File: src/hdl/srts_pkg.sv
// Shared types and constants for the stepper ramp table sequencer.
`timescale 1ns / 1ps

package srts_pkg;

    localparam int LEVELS_DEFAULT = 16;

    localparam int ACTION_W   = 3;
    localparam int IDX_W      = 4;
    localparam int WORD_W     = 16;
    localparam int DWELL_W    = 16;
    localparam int LINES_W    = 8;
    localparam int INK_W      = 32;
    localparam int DCOUNT_W   = DWELL_W + 1;
    localparam int CFG_IDX_W  = 3;
    localparam int CFG_DATA_W = 16;

    typedef enum logic [ACTION_W-1:0] {
        ACT_TICK        = 3'd0,
        ACT_SETUP       = 3'd1,
        ACT_START       = 3'd2,
        ACT_STOP        = 3'd3,
        ACT_LOAD_LEVEL  = 3'd4,
        ACT_LOAD_INK    = 3'd5,
        ACT_STEP_REQ    = 3'd6,
        ACT_STEP_CANCEL = 3'd7
    } action_t;

    localparam logic [CFG_IDX_W-1:0] CFG_MOTOR_ATTR   = 3'd0;
    localparam logic [CFG_IDX_W-1:0] CFG_START_MASK   = 3'd1;
    localparam logic [CFG_IDX_W-1:0] CFG_EXCITE_MASK  = 3'd2;
    localparam logic [CFG_IDX_W-1:0] CFG_INITIAL_WORD = 3'd3;
    localparam logic [CFG_IDX_W-1:0] CFG_INK_TRACKING = 3'd4;

    typedef struct packed {
        logic [WORD_W-1:0]  clock_word;
        logic [DWELL_W-1:0] dwell;
        logic [LINES_W-1:0] lines;
    } level_entry_t;

    typedef struct packed {
        logic               reg_write;
        logic [WORD_W-1:0]  reg_word;
        logic               moving;
        logic               move_now;
        logic [INK_W-1:0]   ink_remaining;
        logic [IDX_W-1:0]   speed_level;
    } result_t;

endpackage

File: src/hdl/srts_if.sv
// Channel interfaces: command input, result output and configuration write.
`timescale 1ns / 1ps

interface srts_in_if;
    import srts_pkg::*;

    logic               valid;
    logic               ready;
    logic [ACTION_W-1:0] action;
    logic [IDX_W-1:0]   level_index;
    logic [WORD_W-1:0]  level_clock_word;
    logic [DWELL_W-1:0] level_dwell;
    logic [LINES_W-1:0] level_lines;
    logic [INK_W-1:0]   ink_value;
    logic               print_phase;

    modport source (
        output valid, action, level_index, level_clock_word, level_dwell,
               level_lines, ink_value, print_phase,
        input  ready
    );
    modport sink (
        input  valid, action, level_index, level_clock_word, level_dwell,
               level_lines, ink_value, print_phase,
        output ready
    );
endinterface

interface srts_out_if;
    import srts_pkg::*;

    logic              valid;
    logic              ready;
    logic              reg_write;
    logic [WORD_W-1:0] reg_word;
    logic              moving;
    logic              move_now;
    logic [INK_W-1:0]  ink_remaining;
    logic [IDX_W-1:0]  speed_level;

    modport source (
        output valid, reg_write, reg_word, moving, move_now, ink_remaining, speed_level,
        input  ready
    );
    modport sink (
        input  valid, reg_write, reg_word, moving, move_now, ink_remaining, speed_level,
        output ready
    );
endinterface

interface srts_cfg_if;
    import srts_pkg::*;

    logic                  valid;
    logic                  ready;
    logic [CFG_IDX_W-1:0]  index;
    logic [CFG_DATA_W-1:0] data;

    modport source (output valid, index, data, input ready);
    modport sink   (input valid, index, data, output ready);
endinterface

File: src/hdl/stepper_ramp_table_sequencer.sv
// Top level of the table-driven stepper speed ramp sequencer.
`timescale 1ns / 1ps

// Takes one command per clock and returns exactly one result per command, in order.
// The speed table sits in a memory with two registered read ports that is read
// every cycle at the level (and the level above it) that will be current in the
// next cycle, with a bypass for a same-cycle table write, so a tick always finds
// its entries ready and commands never stall on the table. Ready drops only when
// two results are waiting at the output (output register plus skid stage). The
// table needs no clearing pass after reset. Configuration writes are always taken;
// initial_word is accepted, and the motor word starts from its reset value, zero.
module stepper_ramp_table_sequencer #(
    parameter int LEVELS = srts_pkg::LEVELS_DEFAULT
) (
    input  logic        clk,
    input  logic        rst_n,
    srts_in_if.sink     cmd,
    srts_out_if.source  rsp,
    srts_cfg_if.sink    cfg
);
    import srts_pkg::*;

    localparam int LVL_W = $clog2(LEVELS);
    localparam logic [LVL_W-1:0] LVL_TOP = LVL_W'(LEVELS - 1);

    // configuration
    logic [WORD_W-1:0] attr_reg;
    logic [WORD_W-1:0] start_mask_reg;
    logic [WORD_W-1:0] excite_mask_reg;
    logic              ink_track_reg;

    // ramp state
    logic [LVL_W-1:0]    level_reg, level_next;
    logic [DCOUNT_W-1:0] dwell_reg, dwell_next;
    logic                ramp_down_reg, ramp_down_next;
    logic                run_reg, run_next;
    logic                step_req_reg, step_req_next;
    logic [INK_W-1:0]    ink_reg, ink_next;
    logic [WORD_W-1:0]   motor_reg, motor_next;
    logic                wrote;

    // copy of table entry 0 for setup
    logic [WORD_W-1:0]  zero_clock_reg;
    logic [DWELL_W-1:0] zero_dwell_reg;

    level_entry_t cur_entry;
    level_entry_t up_entry;
    level_entry_t wr_entry;
    logic         wr_en;
    logic [LVL_W-1:0] wr_addr;
    logic [LVL_W-1:0] rd_addr_up;
    logic         idx_ok;

    logic         cmd_fire;
    action_t      action;
    logic [INK_W-1:0]    lines_ext;
    logic [INK_W-1:0]    ink_dec;
    logic [DCOUNT_W-1:0] dwell_dec;
    logic [DCOUNT_W-1:0] dwell_inc;
    logic [LVL_W-1:0]    level_up;

    logic    out_ready_int;
    result_t res_item;
    result_t out_item;

    assign cfg.ready = 1'b1;
    assign cmd.ready = out_ready_int;
    assign cmd_fire  = cmd.valid && out_ready_int;
    assign action    = action_t'(cmd.action);

    always_ff @(posedge clk or negedge rst_n)
    begin
        if (!rst_n)
        begin
            attr_reg        <= '0;
            start_mask_reg  <= '0;
            excite_mask_reg <= '0;
            ink_track_reg   <= 1'b0;
        end
        else if (cfg.valid)
        begin
            case (cfg.index)
                CFG_MOTOR_ATTR:   attr_reg        <= cfg.data;
                CFG_START_MASK:   start_mask_reg  <= cfg.data;
                CFG_EXCITE_MASK:  excite_mask_reg <= cfg.data;
                CFG_INK_TRACKING: ink_track_reg   <= cfg.data[0];
                CFG_INITIAL_WORD: ;
                default: ;
            endcase
        end
    end

    // table write
    assign idx_ok   = 32'(cmd.level_index) < 32'(LEVELS);
    assign wr_en    = cmd_fire && (action == ACT_LOAD_LEVEL) && idx_ok;
    assign wr_addr  = LVL_W'(cmd.level_index);
    assign wr_entry = '{clock_word: cmd.level_clock_word,
                        dwell:      cmd.level_dwell,
                        lines:      cmd.level_lines};

    // read ahead at the level that will be current next cycle
    assign rd_addr_up = (level_next == LVL_TOP) ? level_next : level_next + LVL_W'(1);

    srts_level_ram #(
        .DEPTH (LEVELS),
        .AW    (LVL_W)
    ) u_level_ram (
        .clk        (clk),
        .wr_en      (wr_en),
        .wr_addr    (wr_addr),
        .wr_entry   (wr_entry),
        .rd_addr_a  (level_next),
        .rd_addr_b  (rd_addr_up),
        .rd_entry_a (cur_entry),
        .rd_entry_b (up_entry)
    );

    always_ff @(posedge clk)
    begin
        if (wr_en && cmd.level_index == '0)
        begin
            zero_clock_reg <= cmd.level_clock_word;
            zero_dwell_reg <= cmd.level_dwell;
        end
    end

    assign lines_ext = INK_W'(cur_entry.lines);
    assign ink_dec   = (ink_reg >= lines_ext) ? ink_reg - lines_ext : '0;
    assign dwell_dec = dwell_reg - DCOUNT_W'(1);
    assign dwell_inc = dwell_reg + DCOUNT_W'(1);
    assign level_up  = (level_reg == LVL_TOP) ? level_reg : level_reg + LVL_W'(1);

    always_comb
    begin
        level_next     = level_reg;
        dwell_next     = dwell_reg;
        ramp_down_next = ramp_down_reg;
        run_next       = run_reg;
        step_req_next  = step_req_reg;
        ink_next       = ink_reg;
        motor_next     = motor_reg;
        wrote          = 1'b0;
        if (cmd_fire)
        begin
            case (action)
                ACT_TICK:
                begin
                    wrote      = 1'b1;
                    motor_next = attr_reg | cur_entry.clock_word | start_mask_reg;
                    if (ink_track_reg)
                    begin
                        ink_next = ink_dec;
                    end
                    if (!ramp_down_reg)
                    begin
                        if (dwell_reg != '0)
                        begin
                            dwell_next = dwell_dec;
                            if (dwell_dec == '0)
                            begin
                                level_next = level_up;
                                dwell_next = DCOUNT_W'(up_entry.dwell);
                            end
                        end
                    end
                    else
                    begin
                        dwell_next = dwell_inc;
                        // past the dwell: wrap and step back toward level zero
                        if (dwell_inc > DCOUNT_W'(cur_entry.dwell))
                        begin
                            dwell_next = DCOUNT_W'(1);
                            if (level_reg != '0)
                            begin
                                level_next = level_reg - LVL_W'(1);
                            end
                        end
                    end
                end
                ACT_SETUP:
                begin
                    wrote      = 1'b1;
                    level_next = '0;
                    dwell_next = DCOUNT_W'(zero_dwell_reg);
                    motor_next = attr_reg | zero_clock_reg;
                end
                ACT_START:
                begin
                    ramp_down_next = 1'b0;
                    run_next       = 1'b1;
                end
                ACT_STOP:
                begin
                    wrote          = 1'b1;
                    ramp_down_next = 1'b1;
                    run_next       = 1'b0;
                    motor_next     = motor_reg & ~excite_mask_reg;
                end
                ACT_LOAD_LEVEL: ;
                ACT_LOAD_INK:
                begin
                    ink_next = cmd.ink_value;
                end
                ACT_STEP_REQ:
                begin
                    step_req_next = 1'b1;
                end
                ACT_STEP_CANCEL:
                begin
                    step_req_next = 1'b0;
                end
                default: ;
            endcase
        end
    end

    always_ff @(posedge clk or negedge rst_n)
    begin
        if (!rst_n)
        begin
            level_reg     <= '0;
            dwell_reg     <= '0;
            ramp_down_reg <= 1'b1;
            run_reg       <= 1'b0;
            step_req_reg  <= 1'b0;
            ink_reg       <= '0;
            motor_reg     <= '0;
        end
        else
        begin
            level_reg     <= level_next;
            dwell_reg     <= dwell_next;
            ramp_down_reg <= ramp_down_next;
            run_reg       <= run_next;
            step_req_reg  <= step_req_next;
            ink_reg       <= ink_next;
            motor_reg     <= motor_next;
        end
    end

    assign res_item = '{reg_write:     wrote,
                        reg_word:      motor_next,
                        moving:        run_next,
                        move_now:      run_next && (!cmd.print_phase || step_req_next),
                        ink_remaining: ink_next,
                        speed_level:   IDX_W'(level_next)};

    srts_out_skid u_out_skid (
        .clk       (clk),
        .rst_n     (rst_n),
        .in_valid  (cmd.valid),
        .in_ready  (out_ready_int),
        .in_item   (res_item),
        .out_valid (rsp.valid),
        .out_ready (rsp.ready),
        .out_item  (out_item)
    );

    assign rsp.reg_write     = out_item.reg_write;
    assign rsp.reg_word      = out_item.reg_word;
    assign rsp.moving        = out_item.moving;
    assign rsp.move_now      = out_item.move_now;
    assign rsp.ink_remaining = out_item.ink_remaining;
    assign rsp.speed_level   = out_item.speed_level;

endmodule

File: src/hdl/srts_level_ram.sv
// Speed level table: one write port, two registered read ports with write bypass.
`timescale 1ns / 1ps

module srts_level_ram #(
    parameter int DEPTH = 16,
    parameter int AW    = 4
) (
    input  logic                  clk,
    input  logic                  wr_en,
    input  logic [AW-1:0]         wr_addr,
    input  srts_pkg::level_entry_t wr_entry,
    input  logic [AW-1:0]         rd_addr_a,
    input  logic [AW-1:0]         rd_addr_b,
    output srts_pkg::level_entry_t rd_entry_a,
    output srts_pkg::level_entry_t rd_entry_b
);
    import srts_pkg::*;

    level_entry_t mem [DEPTH];
    level_entry_t rd_a_reg;
    level_entry_t rd_b_reg;

    always_ff @(posedge clk)
    begin
        if (wr_en)
        begin
            mem[wr_addr] <= wr_entry;
        end
        // pass a same-cycle write straight through to the read register
        if (wr_en && wr_addr == rd_addr_a)
        begin
            rd_a_reg <= wr_entry;
        end
        else
        begin
            rd_a_reg <= mem[rd_addr_a];
        end
        if (wr_en && wr_addr == rd_addr_b)
        begin
            rd_b_reg <= wr_entry;
        end
        else
        begin
            rd_b_reg <= mem[rd_addr_b];
        end
    end

    assign rd_entry_a = rd_a_reg;
    assign rd_entry_b = rd_b_reg;

endmodule

File: src/hdl/srts_out_skid.sv
// Result output register with a skid stage so the input side keeps a registered ready.
`timescale 1ns / 1ps

module srts_out_skid (
    input  logic              clk,
    input  logic              rst_n,
    input  logic              in_valid,
    output logic              in_ready,
    input  srts_pkg::result_t in_item,
    output logic              out_valid,
    input  logic              out_ready,
    output srts_pkg::result_t out_item
);
    import srts_pkg::*;

    logic    main_valid_reg;
    logic    skid_valid_reg;
    result_t main_reg;
    result_t skid_reg;
    logic    in_fire;

    assign in_ready  = !skid_valid_reg;
    assign in_fire   = in_valid && in_ready;
    assign out_valid = main_valid_reg;
    assign out_item  = main_reg;

    always_ff @(posedge clk or negedge rst_n)
    begin
        if (!rst_n)
        begin
            main_valid_reg <= 1'b0;
            skid_valid_reg <= 1'b0;
        end
        else if (out_ready || !main_valid_reg)
        begin
            // main stage frees up: refill from the skid stage first
            main_valid_reg <= skid_valid_reg || in_fire;
            skid_valid_reg <= 1'b0;
        end
        else if (in_fire)
        begin
            skid_valid_reg <= 1'b1;
        end
    end

    always_ff @(posedge clk)
    begin
        if (out_ready || !main_valid_reg)
        begin
            main_reg <= skid_valid_reg ? skid_reg : in_item;
        end
        else if (in_fire)
        begin
            skid_reg <= in_item;
        end
    end

endmodule

File: src/flat_wrapper.sv
// flat-port wrapper written by rule: the top's interface ports become plain ports
module stepper_ramp_table_sequencer_flat import srts_pkg::*;
#(
    parameter int LEVELS = srts_pkg::LEVELS_DEFAULT
)
  (clk, rst_n, cmd_valid, cmd_action, cmd_level_index, cmd_level_clock_word, cmd_level_dwell, cmd_level_lines, cmd_ink_value, cmd_print_phase, cmd_ready, rsp_valid, rsp_reg_write, rsp_reg_word, rsp_moving, rsp_move_now, rsp_ink_remaining, rsp_speed_level, rsp_ready, cfg_valid, cfg_index, cfg_data, cfg_ready);
  srts_in_if cmd_i ();
  srts_out_if rsp_i ();
  srts_cfg_if cfg_i ();
  input  logic clk;
  input  logic rst_n;
  input wire logic [$bits(cmd_i.valid)-1:0] cmd_valid;
  input wire logic [$bits(cmd_i.action)-1:0] cmd_action;
  input wire logic [$bits(cmd_i.level_index)-1:0] cmd_level_index;
  input wire logic [$bits(cmd_i.level_clock_word)-1:0] cmd_level_clock_word;
  input wire logic [$bits(cmd_i.level_dwell)-1:0] cmd_level_dwell;
  input wire logic [$bits(cmd_i.level_lines)-1:0] cmd_level_lines;
  input wire logic [$bits(cmd_i.ink_value)-1:0] cmd_ink_value;
  input wire logic [$bits(cmd_i.print_phase)-1:0] cmd_print_phase;
  output wire logic [$bits(cmd_i.ready)-1:0] cmd_ready;
  output wire logic [$bits(rsp_i.valid)-1:0] rsp_valid;
  output wire logic [$bits(rsp_i.reg_write)-1:0] rsp_reg_write;
  output wire logic [$bits(rsp_i.reg_word)-1:0] rsp_reg_word;
  output wire logic [$bits(rsp_i.moving)-1:0] rsp_moving;
  output wire logic [$bits(rsp_i.move_now)-1:0] rsp_move_now;
  output wire logic [$bits(rsp_i.ink_remaining)-1:0] rsp_ink_remaining;
  output wire logic [$bits(rsp_i.speed_level)-1:0] rsp_speed_level;
  input wire logic [$bits(rsp_i.ready)-1:0] rsp_ready;
  input wire logic [$bits(cfg_i.valid)-1:0] cfg_valid;
  input wire logic [$bits(cfg_i.index)-1:0] cfg_index;
  input wire logic [$bits(cfg_i.data)-1:0] cfg_data;
  output wire logic [$bits(cfg_i.ready)-1:0] cfg_ready;
  assign cmd_i.valid = cmd_valid;
  assign cmd_i.action = cmd_action;
  assign cmd_i.level_index = cmd_level_index;
  assign cmd_i.level_clock_word = cmd_level_clock_word;
  assign cmd_i.level_dwell = cmd_level_dwell;
  assign cmd_i.level_lines = cmd_level_lines;
  assign cmd_i.ink_value = cmd_ink_value;
  assign cmd_i.print_phase = cmd_print_phase;
  assign cmd_ready = cmd_i.ready;
  assign rsp_valid = rsp_i.valid;
  assign rsp_reg_write = rsp_i.reg_write;
  assign rsp_reg_word = rsp_i.reg_word;
  assign rsp_moving = rsp_i.moving;
  assign rsp_move_now = rsp_i.move_now;
  assign rsp_ink_remaining = rsp_i.ink_remaining;
  assign rsp_speed_level = rsp_i.speed_level;
  assign rsp_i.ready = rsp_ready;
  assign cfg_i.valid = cfg_valid;
  assign cfg_i.index = cfg_index;
  assign cfg_i.data = cfg_data;
  assign cfg_ready = cfg_i.ready;
  stepper_ramp_table_sequencer #(.LEVELS(LEVELS)) u_core (.clk(clk), .rst_n(rst_n), .cmd(cmd_i), .rsp(rsp_i), .cfg(cfg_i));
endmodule
File: config.mk
export PLATFORM = sky130hd
export DESIGN_NAME = stepper_ramp_table_sequencer_flat
export DESIGN_NICKNAME = d
export VERILOG_FILES = /design/src/hdl/srts_pkg.sv /design/src/hdl/srts_if.sv /design/src/hdl/stepper_ramp_table_sequencer.sv /design/src/hdl/srts_level_ram.sv /design/src/hdl/srts_out_skid.sv /design/src/flat_wrapper.sv
export SDC_FILE = /design/constraint.sdc
export NUM_CORES = 1
export LEC_CHECK = 0
export ABC_AREA = 1
export ABC_CLOCK_PERIOD_IN_PS = 5600
export BUFFER_PORTS_ARGS = -buffer_cell sky130_fd_sc_hd__buf_4
export CORE_MARGIN = 2
export CORE_UTILIZATION = 50
export CTS_BUF_LIST = sky130_fd_sc_hd__clkbuf_8 sky130_fd_sc_hd__clkbuf_16
export DETAILED_ROUTE_END_ITERATION = 6
export HOLD_SLACK_MARGIN = 0.08
export PLACE_DENSITY = 0.67
export RECOVER_POWER = 25
export REMOVE_ABC_BUFFERS = 1
export SKIP_CTS_REPAIR_TIMING = 1
export SYNTH_ARGS = -nofsm -noshare
export SYNTH_HDL_FRONTEND = slang
export SYNTH_SLANG_ARGS = --single-unit
File: constraint.sdc
create_clock -name clk -period 5.6 [get_ports clk]
set_input_delay 1.12 -clock clk [delete_from_list [all_inputs] [get_ports clk]]
set_output_delay 1.12 -clock clk [all_outputs]
set_load 0.01 [all_outputs]
## Yosys cells after proc, flatten, opt, wreduce, memory -nomap -nowiden

Memory sizes are Yosys's and may differ from the RTL's. A register that Yosys moved wholly into a read port is not among the register bits.
Index checks and enable logic that the tools add are counted.

- Bits in registers: 281
- Memory bits (writable): 640
- Input bits: 104
- Memories kept: 1

Memories:

| memory | words | width | read ports | clocked after Yosys merged registers in | write ports | RTL line | source |
|---|---|---|---|---|---|---|---|
| u_core.u_level_ram.mem | 16 | 40 | 2 | 1 | 1 | srts_level_ram.sv:19 | `level_entry_t mem [DEPTH];` |

- Add/sub/neg operators: 6
- Magnitude comparators: 2
- Equal/unequal tests: 14
- Multiplexer cells: 33
- Bitwise logic cells: 6
- Reduce and logical (&&, ||, !) cells: 28

Operators by type and width:

| operator | count |
|---|---|
| 2-to-1 mux 32 bit | 3 |
| 2-to-1 mux 17 bit | 4 |
| one-hot mux 32 bit (2 select lines) | 1 |
| 2-to-1 mux 55 bit | 1 |
| OR 16 bit | 3 |
| one-hot mux 16 bit (3 select lines) | 1 |
| one-hot mux 17 bit (2 select lines) | 1 |
| greater-or-equal comparator 32 x 8 -> 1 bit | 1 |
| 2-to-1 mux 4 bit | 8 |
| subtractor 32 x 8 -> 32 bit | 1 |
| 2-to-1 mux 24 bit | 1 |
| adder 17 x 1 -> 17 bit (second input constant) | 1 |
| greater-than comparator 17 x 16 -> 1 bit | 1 |
| zero test 17 bit | 1 |
| nonzero test 17 bit | 1 |
| subtractor 17 x 1 -> 17 bit (second input constant) | 1 |
| bitwise AND 16 bit | 1 |
| 2-to-1 mux 16 bit | 1 |
| inverter 16 bit | 1 |
| == test 3 bit (second input constant) | 5 |
| AND reduction 2 bit | 6 |
| == test 3 x 2 -> 1 bit (second input constant) | 3 |
| adder 4 x 1 -> 4 bit (second input constant) | 2 |
| == test 4 bit (second input constant) | 2 |
| other kinds (17) | 38 |

## Depth between registers and ports, before layout

Gate-level depths: netlist of run 1.

- Word-level depth: 12
- Depth in mapped cells: 44

## By module

Synthesis of run 1 repeated with hierarchy kept, for this count alone.

- Cells, all modules: 5629
- Area, all modules: 48203.7 µm²

By module, submodules not included:

| module | instances | cells an instance | area each (µm²) | seq. area each (µm²) |
|---|---|---|---|---|
| srts_level_ram | 1 | 4067 | 34379.2 | 19378.6 |
| stepper_ramp_table_sequencer | 1 | 1265 | 9728.1 | 3990.1 |
| srts_out_skid | 1 | 297 | 4096.4 | 3353.2 |

## Worst setup path after synthesis of run 1

No wires, ideal clock.

- Path kind: input -> register
- Start point: input rsp_ready
- End point: register u_core.u_out_skid.skid_reg[0] (netlist bit), enable pin
- Data arrival time: 4.890 ns
- Data required time: 5.133 ns
- Setup slack: 0.243 ns
- Cell stages on the path: 3
- Path buffers: 0
- Path through: inv_1 nand2_1 nor2_1

- Longest elaborated chain between the ends: 3

RTL lines:

| element | RTL line | source |
|---|---|---|
| start, declared | flat_wrapper.sv:28 | `input wire logic [$bits(rsp_i.ready)-1:0] rsp_ready;` |
| logical OR 1 bit | srts_out_skid.sv:48 | `if (out_ready \|\| !main_valid_reg)` |
| inverter 1 bit (no line) | - |  |
| AND reduction 2 bit (no line) | - |  |
| end signal, assigned | srts_out_skid.sv:54 | `skid_reg <= in_item;` |
| end, declared | srts_out_skid.sv:19 | `result_t skid_reg;` |

No other way between the ends.
A chain may end at the register's enable or synchronous reset.

## Worst setup path after layout of run 1

- Start point: register u_core.dwell_reg[1]
- End point: register u_core.u_level_ram.rd_b_reg, in the netlist u_core.u_level_ram.rd_entry_b[9]

- Longest elaborated chain between the ends: 12
- Elaborated cells on any way between the ends: 18
- Those cells by class: 3 x add/sub; 1 x order compare; 2 x eq/ne; 8 x mux; 3 x reduce/logical; 1 x memory

RTL lines:

| element | RTL line | source |
|---|---|---|
| start, declared | stepper_ramp_table_sequencer.sv:34 | `logic [DCOUNT_W-1:0] dwell_reg, dwell_next;` |
| start signal, assigned | stepper_ramp_table_sequencer.sv:232 | `dwell_reg <= dwell_next;` |
| branches (longest 4 deep; another with adder 17 x 1 -> 17 bit) | - |  |
| 2-to-1 mux 4 bit (*) | stepper_ramp_table_sequencer.sv:154 | `if (!ramp_down_reg)` |
| one-hot mux 4 bit (2 select lines) (*) | stepper_ramp_table_sequencer.sv:145 | `case (action)` |
| 2-to-1 mux 4 bit (*) | stepper_ramp_table_sequencer.sv:143 | `if (cmd_fire)` |
| net u_core.level_next[0] | stepper_ramp_table_sequencer.sv:33 | `logic [LVL_W-1:0] level_reg, level_next;` |
| adder 4 x 1 -> 4 bit / == test 4 bit (equally long branches) | stepper_ramp_table_sequencer.sv:102 | `assign rd_addr_up = (level_next == LVL_TOP) ? level_next : level_next + LVL_W'(1);` |
| 2-to-1 mux 4 bit (*) | stepper_ramp_table_sequencer.sv:102 |  |
| branches (longest 2 deep; another with memory (16 x 40 bit)) | - |  |
| 2-to-1 mux 24 bit (*) | srts_level_ram.sv:38 | `if (wr_en && wr_addr == rd_addr_b)` |
| end signal, assigned | srts_level_ram.sv:40 | `rd_b_reg <= wr_entry;` |
| end signal, assigned | srts_level_ram.sv:44 | `rd_b_reg <= mem[rd_addr_b];` |
| end, declared | srts_level_ram.sv:21 | `level_entry_t rd_b_reg;` |

Mark *: on every way through the listed nets, which the timed path passes.

==> out/metrics.cfg, run 1 <==
[run_status]
status = finished with violations
violations = design-rule violations

[detailed_routing]
num_vias = 32200
ant_nets = 0
drc = 1
wirelength_mm = 123
wl_per_cell_um = 23.0
drt_iter0_drc = 4185
drtPass1Iterations = 7
viasPerCell = 6.01

[placement]
io_buffers = 160
place_ws_ps = 39.0
place.gp.congestion = 0.923
dp_hpwl_mm = 71.7

[synthesis]
synth_cell_types = 57
syn_area_mm2 = 0.0414
synth_flop_cell = edfxtp_1
synth-async-reset-ratio = 0.138
synth.area.mux_share = 0
postSynthCellCount = 4098
ys_seq_area_frac = 0.627
synth_area_leaders = edfxtp_1 (54%), dfrtp_1 (7.4%), nand3_1 (6.2%), o21ai_0 (5.6%), nand2_1 (5.6%)
synth-compound-area-share = 0.121
postSynthAreaPerCell_um2 = 10.1
synth_top_area_share = 0.543
synthAdderAreaFrac = 0.00984
yosysWarningCount = 0
ys_seq_elements = 893
synth_edf_count = 750
synth_top_cell_by_area = edfxtp_1
yosys.area_share.xor_xnor = 0.00634
synth_top_family_by_area = simple AND/OR/NAND/NOR gates
synthSimpleGateAreaFrac = 0.172

[pwr]
p_int_w = 0.0143
power.share.switching = 0.396
ir_drop_mv = 0.353
clkPwrFrac = 0.264
p_seq_frac = 0.345
power_w = 0.0236
comb_power_share = 0.391
power.density_mw_per_mm2 = 499
netSwitchingPower_w = 0.00935
power_leakage_nw = 18.4

[layout]
fin_nets = 4342
fillerInstances = 6796
layout_commonest_cell = edfxtp_1
final_cell_mix = edfxtp_1 (750), nand2_1 (616), nand3_1 (516), o21ai_0 (465), inv_1 (417)
largest_reg_flops = 640
postLayoutCoreUtil = 0.577
syn_to_final_growth_pct = 14.2
drive_above_1_share = 0.106

[clocking]
clock_latency_ps = 670
htree_levels = 3
cts_tree = built
root_buffer = clkbuf_16
clk_pin_slew_worst_paths_ps = 60
numCtsBuffers = 92
clockBufferDepth = 3
cts_sinks = 893

[global_routing]
grt_pass1_wl_mm = 185
grt_usage = 0.282
grt_pass1_vias = 30100
grt_start_max_net_pins = 113
globalRouteOverflowTotal = 0
antenna_found_initial = 7

[worst_setup_path]
max_stage_delay_ps = 400
arrival_ps = 5790
start_kind = register
worstPathMaxFanout = 19
end_kind = register
crit_slowest_cell = dfrtp_1
crit_top_cell = nand2_1
crit_type = register to register
required_ps = 6140

[floorplan]
core_mm2 = 0.0821
die_w_um = 292
initial_core_util = 0.505
die-area_mm2 = 0.0852
ios = 162
die_height_um = 292
rows = 105

[timing]
setup_violations = 0
hold_violations = 0
finalCritPeriodShare = 0.938
finalClockSkew_ps = 33.2
period_needed_ps = 5250
fin_tns_setup_ps = 0
fin_ws_ps = 346
slew_violations = 0
slew_headroom = 0.208
worstMarginPinSlew_ps = 1180
fmax_mhz = 190

[job]
cap_violations = 0

[hold_path]
worstHoldPathType = register to register

==> worst paths after layout <==
kind / startpoint / depth (start not counted) / endpoint / slack [ps]
max in group asynchronous: rst_n / 2 / u_core.motor_reg[9]$_DFF_PN0_ / 3920
min reg2reg: u_core.start_mask_reg[6]$_DFFE_PN0P_ / 2 / u_core.start_mask_reg[6]$_DFFE_PN0P_ / 480
min: u_core.start_mask_reg[6]$_DFFE_PN0P_ / 2 / u_core.start_mask_reg[6]$_DFFE_PN0P_ / 480
min in group asynchronous: rst_n / 1 / u_core.ink_reg[30]$_DFF_PN0_ / 540
max reg2reg: u_core.dwell_reg[1]$_DFFE_PN0P_ / 31 / u_core.u_level_ram.rd_entry_b[9]$_DFF_P_ / 350
max: u_core.dwell_reg[1]$_DFFE_PN0P_ / 31 / u_core.u_level_ram.rd_entry_b[9]$_DFF_P_ / 350
==> logic make-up (layout without fill, tap and decap cells) <==
family,Yosys count,after routing
AND/OR/NAND/NOR,1609,1610
adder cells (fa/ha/maj),32,32
flip-flops,893,893
buffers and inverters,671,855
AO/OA/AOI/OAI,862,862
other,1,3
XOR/XNOR,30,30
==> per-layer routing <==
layer / share of wire / vias up / routed length [µm] / global-route usage
met5: 0.00046 / - / 57 / 0
met4: 0.032 / 10 / 3950 / 0.0981
met1: 0.41 / 15400 / 51000 / 0.407
met2: 0.44 / 1797 / 54800 / 0.429
met3: 0.11 / 277 / 13400 / 0.0556
li1: - / 14600 / - / -
==> cells in the mapped netlist (8+ instances only) <==
| cell | number |
|---|---|
| nand2_2 | 11 |
| ha_1 | 31 |
| nand2_1 | 618 |
| nand4_1 | 37 |
| a32oi_1 | 17 |
| inv_1 | 404 |
| buf_2 | 39 |
| clkbuf_1 | 180 |
| o221ai_1 | 92 |
| dfxtp_1 | 20 |
| clkinv_1 | 8 |
| o31ai_1 | 12 |
| a31oi_1 | 18 |
| xor2_1 | 27 |
| edfxtp_1 | 750 |
| a21oi_1 | 179 |
| o21ai_0 | 465 |
| o211ai_1 | 10 |
| nor2_1 | 335 |
| o22ai_1 | 19 |
| dfrtp_1 | 122 |
| nand3_1 | 516 |
| a22oi_1 | 15 |
| nor3_1 | 28 |
| buf_1 | 22 |
| nand3b_1 | 33 |
==> per-stage QoR <==
stage | cell area [µm²] | instances | hold WS [ps]
2_1_floorplan | 40400 | 3847 | 448
5_1_grt | 47300 | 5353 | 511
4_1_cts | 47300 | 5346 | 482
3_3_place_gp | 44200 | 5175 | 460
6_report | 47300 | 5355 | 478
3_5_place_dp | 44200 | 5175 | 468
==> cell type report <==
cell class	instances	area, µm²	share of cell area
sequential	893	26000	0.550
clock inverter	70	648	0.0137
timing repair buffer	264	2240	0.0474
multi-input combinational	2535	13100	0.276
tap	1070	1340	0.0283
clock buffer	101	2440	0.0515
inverter	420	1590	0.0336
antenna	2	5.00	0.000106
==> power groups by stage <==
stage / combinational, W / sequential (W) / clock [W]
floorplan: 0.00541 / 0.00846 / 0
global placement: 0.00870 / 0.00827 / 0
detailed placement: 0.00883 / 0.00828 / 0
CTS: 0.00887 / 0.00814 / 0.00629
global route: 0.0101 / 0.00819 / 0.00656
finish: 0.00923 / 0.00816 / 0.00623
==> critical path: cells and delay by family (launching register included) <==
family / cells / cell delay (ps)
AOI/OAI and AO/OA: 1 / 250
and+or+nand+nor: 22 / 3130
DFF: 1 / 400
adders and majority gates: 2 / 610
xor gates and xnor gates: 2 / 330
buffers and inverters: 4 / 400
Power figures use the tool's default switching activity.
==> inputs of run 2 (changes only) <==
==> constraint.sdc (replaced) <==
create_clock -name clk -period 5.6 [get_ports clk]
set_input_delay 0.56 -clock clk [delete_from_list [all_inputs] [get_ports clk]]
set_output_delay 0.56 -clock clk [all_outputs]
set_load 0.01 [all_outputs]
==> out/metrics.cfg, run 2 (synthesized netlist as in run 1, its figures left out) <==
[timing]
finalCritPeriodShare = 0.909  ; -0.0297
setup_violations = 0  ; unchanged
grt_setup_unrepaired = no
fin_ws_ps = 512  ; +166 ps
fmax_mhz = 197  ; +3.3%
hold_violations = 0  ; unchanged
finalClockSkew_ps = 38.5  ; +5.34 ps
slew_headroom = 0.250  ; +0.0421
period_needed_ps = 5090  ; -166 ps
worstMarginPinSlew_ps = 1120  ; -61.1 ps
slew_violations = 0  ; unchanged
hold_slack_ps = 124  ; -354 ps

[worst_setup_path]
max_stage_delay_ps = 430  ; +30 ps
required_ps = 6010  ; -130 ps
arrival_ps = 5490  ; -300 ps
start_kind = register
end_kind = register
crit_slowest_cell = fa_1
crit_family = simple AND/OR/NAND/NOR gates
crit_type = register to register
critical_path_buf_inv_count = 6  ; +2
worstPathMaxFanout = 49  ; +30

[global_routing]
grt_usage = 0.284  ; +0.00170
grt_pass1_vias = 30600  ; +1.9%
grt_pass1_wl_mm = 185  ; +0.28%
grt_start_max_net_pins = 120  ; +6.2%
antenna_found_initial = 7  ; unchanged
globalRouteOverflowTotal = 0  ; unchanged

[detailed_routing]
wl_per_cell_um = 23.2  ; +0.74%
drtPass1Iterations = 7  ; unchanged
ant_nets = 0  ; unchanged
wirelength_mm = 124  ; +0.97%
viasPerCell = 6.01  ; about the same
drt_iter0_drc = 4121  ; -1.5%
drc = 5  ; +4
num_vias = 32300  ; +0.27%

[placement]
io_buffers = 160  ; unchanged
place_ws_ps = 54.7  ; +15.7 ps
place.gp.congestion = 0.921  ; -0.21%
dp_hpwl_mm = 73.0  ; +1.9%

[floorplan]
die_height_um = 292  ; unchanged
ios = 162  ; unchanged
core_mm2 = 0.0821  ; unchanged
rows = 105  ; unchanged
initial_core_util = 0.505  ; unchanged
die-area_mm2 = 0.0852  ; unchanged
die_w_um = 292  ; unchanged

[clocking]
cts_sinks = 893  ; unchanged
cts_tree = built
clock_latency_ps = 680  ; about the same
root_buffer = clkbuf_16
numCtsBuffers = 94  ; +2.2%
htree_levels = 3  ; unchanged
clk_pin_slew_worst_paths_ps = 60  ; about the same
clockBufferDepth = 3  ; unchanged

[pwr]
power.share.switching = 0.398  ; +0.00223
power.density_mw_per_mm2 = 499  ; about the same
p_int_w = 0.0142  ; -0.34%
power_leakage_nw = 18.5  ; +0.53%
clkPwrFrac = 0.259  ; -0.005
comb_power_share = 0.396  ; +0.005
ir_drop_mv = 0.298  ; -16%
netSwitchingPower_w = 0.00941  ; +0.59%
p_seq_frac = 0.345  ; about the same

[layout]
largest_reg_flops = 640  ; unchanged
drive_above_1_share = 0.107  ; +0.00180
final_cell_mix = edfxtp_1 (750), nand2_1 (616), nand3_1 (516), o21ai_0 (465), inv_1 (432)
layout_commonest_cell = edfxtp_1
syn_to_final_growth_pct = 14.3  ; about the same
fin_nets = 4353  ; +0.25%

[run_status]
violations = design-rule violations
status = finished with violations

[job]
cap_violations = 0  ; unchanged

[hold_path]
worstHoldPathType = primary input to register

run 2: cell count changes in the layout (fill, tap and decap cells not counted), sizes merged:
cell and change:
clkbuf +1, clkinvlp +2, buf +8, bufinv -4, inv +16, clkinv -12, dlygate4sd3 +1
run 2: worst paths after layout:
| check | startpoint | to | slack, ps | cells past startpoint |
|---|---|---|---|---|
| min in group asynchronous | rst_n | u_core.dwell_reg[16]$_DFFE_PN0P_ | 520 | 2 |
| max in group asynchronous | rst_n | u_core.start_mask_reg[1]$_DFFE_PN0P_ | 3880 | 3 |
| min reg2reg | u_core.start_mask_reg[14]$_DFFE_PN0P_ | u_core.start_mask_reg[14]$_DFFE_PN0P_ | 490 | 2 |
| min | cmd_valid | u_core.u_out_skid.out_valid$_DFFE_PN0N_ | 120 | 3 |
| max | register | u_core.u_out_skid.skid_reg[34]$_DFFE_PP_ | 510 | 26 |
| max reg2reg | register | u_core.u_out_skid.skid_reg[34]$_DFFE_PP_ | 510 | 26 |
run 2: routing by layer:
layer | part of all wire | wire (µm) | track usage
met1 | 0.41 | 50400 | 0.389
met2 | 0.45 | 55900 | 0.434
met3 | 0.11 | 14000 | 0.0763
met4 | 0.032 | 3950 | 0.109
met5 | 0.00056 | 69 | 0
run 2: through the flow:
stage | utilization | cell area [µm²] | cells | power, W | TNS (ps)
6_report | 0.577 | 47400 | 5367 | 0.0236 | 0
5_1_grt | 0.577 | 47400 | 5366 | 0.0249 | 0
4_1_cts | 0.574 | 47100 | 5350 | 0.0231 | 0
3_5_place_dp | 0.537 | 44100 | 5176 | 0.0170 | 0
3_3_place_gp | 0.537 | 44100 | 5176 | 0.0170 | 0
2_1_floorplan | - | 40400 | 3847 | 0.0139 | -1918950
run 2: final cells by class:
cell class	count	area (µm²)
clock buffer	102	2470
sequential	893	26000
tap	1070	1340
inverter	420	1600
clock inverter	72	568
timing repair buffer	273	2290
fill	6895	34700
antenna	2	5.00
multi-input combinational	2535	13100
run 2: power groups by stage:
stage / Sequential, W / Clock (W) / Combinational [W]
after floorplan: 0.00846 / 0 / 0.00541
after global placement: 0.00824 / 0 / 0.00871
after detailed placement: 0.00825 / 0 / 0.00880
after CTS: 0.00811 / 0.00619 / 0.00884
after global routing: 0.00818 / 0.00645 / 0.0103
final: 0.00815 / 0.00612 / 0.00936
run 2: worst register-to-register path, cell delays in order (launching register included):
cell and delay, ps:
dfxtp_4 400, inv_8 250, buf_4 390, nor2_1 90
o221ai_1 220, o211ai_1 140, nand2_1 310, inv_1 140
fa_1 430, nand2_1 100, a21oi_1 60, a211oi_1 290
nor2_1 70, a21oi_1 220, nand3_1 130, nor2_1 190
inv_1 80, nor2_1 140, nand2_1 90, nor4_1 240
buf_4 190, nand3_1 60, o21ai_0 140, o21ai_0 90
nand2_1 50, o21ai_0 150, buf_4 170
